--- config.mk ---
export PLATFORM = sky130hd
export DESIGN_NAME = bdsmp_pos
export DESIGN_NICKNAME = d
export VERILOG_FILES = /design/src/sv/bdsmp_pkg.sv /design/src/sv/bdsmp_pos.sv
export SDC_FILE = /design/constraint.sdc
export NUM_CORES = 1
export LEC_CHECK = 0
export BUFFER_PORTS_ARGS = -buffer_cell sky130_fd_sc_hd__buf_2
export CORE_MARGIN = 2
export CORE_UTILIZATION = 45
export CTS_BUF_LIST = sky130_fd_sc_hd__clkbuf_4 sky130_fd_sc_hd__clkbuf_8
export CTS_CLUSTER_SIZE = 14
export DETAILED_ROUTE_END_ITERATION = 7
export PLACE_DENSITY = 0.72
export SYNTH_ARGS = -nofsm -noshare
export SYNTH_HDL_FRONTEND = slang
export SYNTH_SLANG_ARGS = --single-unit
--- constraint.sdc ---
create_clock -name clk -period 5.69 [get_ports clk]
set_input_delay 1.707 -clock clk [delete_from_list [all_inputs] [get_ports clk]]
set_output_delay 1.707 -clock clk [all_outputs]
set_load 0.01 [all_outputs]
--- src/sv/bdsmp_pkg.sv ---
// package for the 2x2 box downsampler
// shared constants and types; no dependencies

package bdsmp_pkg;

	localparam int CFG_W   = 12;
	localparam int IDX_W   = 2;
	localparam int PIX_W   = 8;
	localparam int NUM_CH  = 4;
	localparam int PAIR_W  = PIX_W + 1;
	localparam int QUAD_W  = PIX_W + 2;
	localparam int MIN_DIM = 2;

	localparam logic [IDX_W-1:0] REG_IMAGE_WIDTH  = 2'd0;
	localparam logic [IDX_W-1:0] REG_IMAGE_HEIGHT = 2'd1;
	localparam logic [IDX_W-1:0] REG_HAS_ALPHA    = 2'd2;

	// per-pixel actions decided from the raster position
	typedef struct packed {
		logic hold;
		logic store;
		logic emit;
		logic last;
	} pos_info_t;

	typedef struct packed {
		logic [PIX_W-1:0] red;
		logic [PIX_W-1:0] green;
		logic [PIX_W-1:0] blue;
		logic [PIX_W-1:0] alpha;
		logic             last;
	} result_t;

endpackage

--- src/sv/bdsmp_pos.sv ---
// configuration registers and raster position counters
// depends on bdsmp_pkg

module bdsmp_pos #(
	parameter int MAX_WIDTH  = 2048,
	parameter int MAX_HEIGHT = 2048,
	parameter int SLOT_W     = 10
) (
	input  logic                        clk,
	input  logic                        arst_n,
	input  logic                        cfg_write_en,
	input  logic [bdsmp_pkg::IDX_W-1:0] cfg_index,
	input  logic [bdsmp_pkg::CFG_W-1:0] cfg_data,
	input  logic                        fire,
	output bdsmp_pkg::pos_info_t        info,
	output logic [SLOT_W-1:0]           slot,
	output logic                        has_alpha
);

	localparam int WW = $clog2(MAX_WIDTH + 1);
	localparam int HW = $clog2(MAX_HEIGHT + 1);
	localparam int M1 = (WW > HW) ? WW : HW;
	localparam int M2 = (M1 > bdsmp_pkg::CFG_W) ? M1 : bdsmp_pkg::CFG_W;
	localparam int CMP_W = M2 + 1;
	localparam int W_RST = (MAX_WIDTH < 2048) ? MAX_WIDTH : 2048;
	localparam int H_RST = (MAX_HEIGHT < 2048) ? MAX_HEIGHT : 2048;

	logic [WW-1:0]    width_q;
	logic [HW-1:0]    height_q;
	logic             has_alpha_q;
	logic [WW-1:0]    col_q;
	logic [HW-1:0]    row_q;
	logic [CMP_W-1:0] cfg_x;
	logic [WW-1:0]    width_new;
	logic [HW-1:0]    height_new;
	logic [CMP_W-1:0] col_x;
	logic [CMP_W-1:0] row_x;
	logic [CMP_W-1:0] w_x;
	logic [CMP_W-1:0] h_x;
	logic [CMP_W-1:0] w_used;
	logic [CMP_W-1:0] h_used;
	logic             in_img;
	logic             row_end;
	logic             img_end;

	// sizes are clamped once, when written
	always_comb begin
		cfg_x = CMP_W'(cfg_data);
		if (cfg_x < CMP_W'(bdsmp_pkg::MIN_DIM)) begin
			width_new  = WW'(bdsmp_pkg::MIN_DIM);
		end else if (cfg_x > CMP_W'(MAX_WIDTH)) begin
			width_new  = WW'(MAX_WIDTH);
		end else begin
			width_new  = cfg_x[WW-1:0];
		end
		if (cfg_x < CMP_W'(bdsmp_pkg::MIN_DIM)) begin
			height_new = HW'(bdsmp_pkg::MIN_DIM);
		end else if (cfg_x > CMP_W'(MAX_HEIGHT)) begin
			height_new = HW'(MAX_HEIGHT);
		end else begin
			height_new = cfg_x[HW-1:0];
		end
	end

	always_ff @(posedge clk or negedge arst_n) begin
		if (!arst_n) begin
			width_q     <= WW'(W_RST);
			height_q    <= HW'(H_RST);
			has_alpha_q <= 1'b1;
		end else if (cfg_write_en) begin
			case (cfg_index)
				bdsmp_pkg::REG_IMAGE_WIDTH:  width_q     <= width_new;
				bdsmp_pkg::REG_IMAGE_HEIGHT: height_q    <= height_new;
				bdsmp_pkg::REG_HAS_ALPHA:    has_alpha_q <= cfg_data[0];
				default: ;
			endcase
		end
	end

	always_comb begin
		col_x   = CMP_W'(col_q);
		row_x   = CMP_W'(row_q);
		w_x     = CMP_W'(width_q);
		h_x     = CMP_W'(height_q);
		w_used  = w_x & ~CMP_W'(1);
		h_used  = h_x & ~CMP_W'(1);
		in_img  = (col_x < w_used) && (row_x < h_used);
		row_end = (col_x + CMP_W'(1)) >= w_x;
		img_end = (row_x + CMP_W'(1)) >= h_x;

		info.hold  = in_img && !col_q[0];
		info.store = in_img && col_q[0] && !row_q[0];
		info.emit  = in_img && col_q[0] && row_q[0];
		info.last  = info.emit && (col_x == w_used - CMP_W'(1))
			&& (row_x == h_used - CMP_W'(1));
	end

	assign slot      = col_q[SLOT_W:1];
	assign has_alpha = has_alpha_q;

	always_ff @(posedge clk or negedge arst_n) begin
		if (!arst_n) begin
			col_q <= '0;
			row_q <= '0;
		end else if (fire) begin
			if (row_end) begin
				col_q <= '0;
				row_q <= img_end ? '0 : row_q + HW'(1);
			end else begin
				col_q <= col_q + WW'(1);
			end
		end
	end

endmodule

# Word-level counts from Yosys, hierarchy flattened
# Index checks and enable logic that the tools add are counted.
[word_totals]
reg_bits = 49
[op_classes]
n_addsub = 6
magnitude_cmp = 6
eq_ne = 4
mux = 4
n_reduce_logical = 14
[ops]
columns = ["operator", "count"]
rows = [
  ["$mux W12", 4],
  ["$add A12 B1 Y13 const B", 2],
  ["$eq A12 B13 Y1", 2],
  ["$ge A13 B12 Y1", 2],
  ["$sub A12 B1 Y13 const B", 2],
  ["$add A12 B1 Y12 const B", 2],
  ["$lt A12 B12 Y1", 2],
  ["$gt A12 B12 Y1 const B", 1],
  ["$lt A12 B2 Y1 const B", 1],
  ["$reduce_and A2 Y1", 4],
  ["$logic_and A1 B1 Y1", 7],
  ["$eq A2 B1 Y1 const B", 1],
  ["$eq A2 B2 Y1 const B", 1],
  ["$logic_not A1 Y1", 2],
  ["$logic_not A2 Y1", 1],
]

# Longest topological paths before layout
[logic_depth]
depth_word = 6
mapped_depth = 15

# Worst setup path before layout
# Ideal clock, no wire load.
[synth_path]
path_type = "register -> output"
startpoint = "reg width_q[2]"
endpoint = "out info[0] (netlist bit)"
arrival_time_ps = 2233
t_required_ps = 3983
path_slack_ps = 1750
path_stages_with_launch = 10
n_path_buf = 1
cell_sequence = "dfrtp_1 -> inv_1 -> ha_1 -> or4b_1 -> buf_2 -> o31a_1 -> nor3_2 -> o21ai_1 -> a221oi_1 -> and4b_1"
[synth_lines]
columns = ["element", "line", "rtl"]
rows = [
  ["start: declaration", "bdsmp_pos.sv:28", "logic [WW-1:0] width_q;"],
  ["start signal: assignment", "bdsmp_pos.sv:67", "width_q <= WW'(W_RST);"],
  ["start signal: assignment", "bdsmp_pos.sv:72", "bdsmp_pkg::REG_IMAGE_WIDTH: width_q <= width_new;"],
  ["end: declaration", "bdsmp_pos.sv:15", "output bdsmp_pkg::pos_info_t info,"],
]

==> metrics.md <==
| Metric | Value |
|---|---|
| Clk_skew | 0.00811 ns |
| Synth top area share | 26.8% |
| Synth-to-layout area growth | 6.26% |
| P_leak | 2.14 nW |
| Clk_lat worst skew | 0.31 ns |
| Delay of the slowest critical-path stage | 0.58 ns |
| CP max-delay cell | or4b_1 |
| Status | finished clean |
| #FFs+latches synth | 49 |
| HP Class | reg2reg |
| Synth unique cells | 56 |
| Largest net degree at the start of global routing | 50 |
| Fin nets | 580 |
| Peak fanout along the critical path | 7 |
| Top Ports | 33 |
| Worst R2R Path Depth | 14 |
| Vias per cell | 5.81 |
| CP required | 3.98 ns |
| GPL Wtd Cong | 0.906 |
| Worst r2r dst | row_q[0]$_DFFE_PN0P_ |
| Peak VDD IR | 0.174 mV |
| Slew Viols, Final | 0 |
| First-pass GRT wire length | 17200 um |
| Die Ht | 102 um |
| Data arrival time of the critical path | 2.95 ns |
| Critical hold path startpoint | height_q[0]$_DFFE_PN0P_ |
| TritonCTS Buffers | 5 |
| Synth Area per Inst | 8.43 um2 |
| Tmin final | 4.65 ns |
| R2r setup slk | 1.87 ns |
| Post-CTS Resized | 0 |
| Die footprint | 10300 um2 |
| Critical path cell sequence | inv_1, ha_1, or4b_1, nor4_1, o21a_1, o21ai_1, a221oi_1, and4b_1, buf_2 |
| CTS root buffer | clkbuf_8 |
| H-tree depth | 2 |
| Yosys warnings | 0 |
| Sequential area share after synthesis | 28.6% |
| Largest area contributor in the netlist | dfrtp_1 |
| First-pass DRT Iterations | 5 |
| CTS tree | yes |
| Min-Delay Endpoint | height_q[0]$_DFFE_PN0P_ |
| Routed length per placed instance | 16.0 um |
| Max-slew headroom | 45.6% |
| GRT Residual Overflow | 0 |
| Fin crit share | 81.8% |
| Hold_buf cts | 0 |
| Final setup vio count | 0 |
| Max Cap Violations | 0 |
| N_diodes | 0 |
| DR iter-0 viols | 272 |
| Layout cell share with drive strength beyond 1 | 11.1% |
| Hold Path Depth | 2 |
| Slew @ Worst Pin | 0.816 ns |
| Initial core utilization | 46.5% |
| Core Region | 9240 um2 |
| Drt total wl | 10200 um |
| CP Capture Type | output pin |
| Final Hold Viols | 0 |
| GRT Resource Usage Total | 20.8% |
| Longest Clk Path Bufs | 2 |
| Syn nets | 578 |
| Post-synthesis cell count | 510 |
| Async SR Flop Fraction | 100% |
| Number of global-route vias before repair | 3573 |
| CP Launch Type | register |
| RSZ-0062 raised after global routing | no |
| HPWL Detailed | 7960 um |
| Setup Fix Bufs, Post-CTS | 0 |
| Initial antenna violation count | 0 |
| Final core occ | 49.4% |
| Std cell rows | 35 |
| Achievable Freq | 215 MHz |
| Chip Width | 102 um |
| Delay-heaviest family, CP | simple AND/OR/NAND/NOR gates |
| CP Class | reg2out |
| Remaining DRCs | 0 |
| Fin Setup TNS | 0 ns |
| Synth Flop Type | dfrtp_1 |
| Clk pin slew, worst setup/hold paths | 0.10 ns |
| RR Startpoint | row_q[0]$_DFFE_PN0P_ |
| Routed via count | 3728 |
| Netlist Area Pre-Place | 4300 um2 |
| Port buffer count | 32 |
| CP Buf/Inv Count | 2 |
| Power per Cell Area | 308 nW/um2 |
| Detail Route Antenna Nets | 0 |
| CTS Sinks | 49 |
| Post-synth EDFFs | 0 |
| Ranking of synthesized cells by area | dfrtp_1 (27%), ha_1 (15%), xnor2_1 (4.9%) |
==> worst reg2reg max path: cells and delay by family (launching register included) <==
kind	cells	cell delay (ns)
buf+inv	2	0.19
simple gates	4	1.29
flops	1	0.50
compound gates	4	0.80
mux	1	0.25
xor+xnor	1	0.16
fa+ha+maj	2	0.58
==> cells by family after synthesis <==
family / synth area share, %
flip-flops: 28.6
multiplexers: 2.07
AO/OA/AOI/OAI: 18.7
adder cells (fa/ha/maj): 14.6
AND/OR/NAND/NOR: 20.0
XOR/XNOR: 8.36
buffers and inverters: 7.66
==> synth_stat cells (12+ instances only) <==
| library cell | number |
|---|---|
| a21oi_1 | 20 |
| a22o_1 | 12 |
| buf_4 | 12 |
| clkbuf_1 | 17 |
| dfrtp_1 | 46 |
| ha_1 | 50 |
| inv_1 | 35 |
| nand2_1 | 47 |
| nand3_1 | 20 |
| nor2_1 | 28 |
| nor3_1 | 14 |
| o21ai_0 | 36 |
| xnor2_1 | 24 |
| xor2_1 | 17 |
==> stage by stage <==
step | total power, mW | worst slack, ns | hold slack, ns | area, um2 | cells
after floorplan | 0.946 | 1.75 | 0.456 | 4300 | 510
after global placement | 1.07 | 1.51 | 0.474 | 4430 | 634
after detailed placement | 1.10 | 1.42 | 0.485 | 4430 | 634
after CTS | 1.41 | 1.05 | 0.510 | 4570 | 642
after global routing | 1.52 | 0.839 | 0.544 | 4570 | 642
final | 1.41 | 1.04 | 0.498 | 4570 | 642
==> how the worst max path moves through the flow <==
stage,from,end,slack [ns],cells after the start
detailed placement,width_q[2]$_DFFE_PN0P_,info[0],1.42,9
floorplan,width_q[2]$_DFFE_PN0P_,info[0],1.75,9
CTS,width_q[2]$_DFFE_PN0P_,info[0],1.05,9
global placement,height_q[9]$_DFFE_PN0P_,info[2],1.51,8
global route,width_q[2]$_DFFE_PN0P_,info[0],0.84,9
finish,width_q[1]$_DFFE_PN0P_,info[0],1.04,9
==> area by class of cell <==
cell class / count / area [um2]
timing repair buffer: 33 / 168
inverter: 35 / 131
sequential: 49 / 1230
clock buffer: 5 / 68.8
multi-input combinational: 388 / 2740
clock inverter: 3 / 68.8
fill: 887 / 4670
tap: 129 / 161
==> power breakdown <==
part | leakage, nW | internal [mW] | switching, mW
registers | 0.645 | 0.401 | 0.102
clock network | 0.0687 | 0.177 | 0.133
logic | 1.43 | 0.256 | 0.339
==> metal layers <==
layer | up-vias | global-route usage, % | routed length [um]
met2 | 105 | 32.3 | 4560
met3 | 22 | 2.14 | 489
met1 | 1778 | 30.1 | 4930
li1 | 1823 | - | -
met4 | 0 | 6.86 | 274
met5 | - | 0 | 0
==> state kept, by name, indices dropped and copies added (netlist names) <==
name / flops
height_q: 12
width_q: 12
col_q: 12
row_q: 12
has_alpha: 1
==> cell usage in the layout, fill, tap and decap left out, types with 3 or more instances in the layout <==
| cell type | synthesis | routed |
|---|---|---|
| a21o_1 | 10 | 10 |
| a21oi_1 | 20 | 20 |
| a22o_1 | 12 | 12 |
| a31oi_1 | 3 | 3 |
| and3_1 | 7 | 7 |
| buf_2 | 8 | 32 |
| clkbuf_8 | 0 | 5 |
| dfrtp_1 | 46 | 46 |
| dfstp_2 | 3 | 3 |
| ha_1 | 50 | 50 |
| inv_1 | 35 | 35 |
| mux2_2 | 7 | 7 |
| nand2_1 | 47 | 47 |
| nand2b_1 | 10 | 10 |
| nand3_1 | 20 | 20 |
| nand3b_1 | 5 | 5 |
| nand4_1 | 10 | 10 |
| nor2_1 | 28 | 28 |
| nor2b_1 | 6 | 6 |
| nor3_1 | 14 | 14 |
| nor4_1 | 7 | 7 |
| o211ai_1 | 9 | 9 |
| o21a_1 | 3 | 3 |
| o21ai_0 | 36 | 36 |
| o22ai_1 | 4 | 4 |
| o2bb2ai_1 | 7 | 7 |
| o31ai_1 | 3 | 3 |
| xnor2_1 | 24 | 24 |
| xor2_1 | 17 | 17 |
No activity file was read; power rests on OpenSTA's default activity.
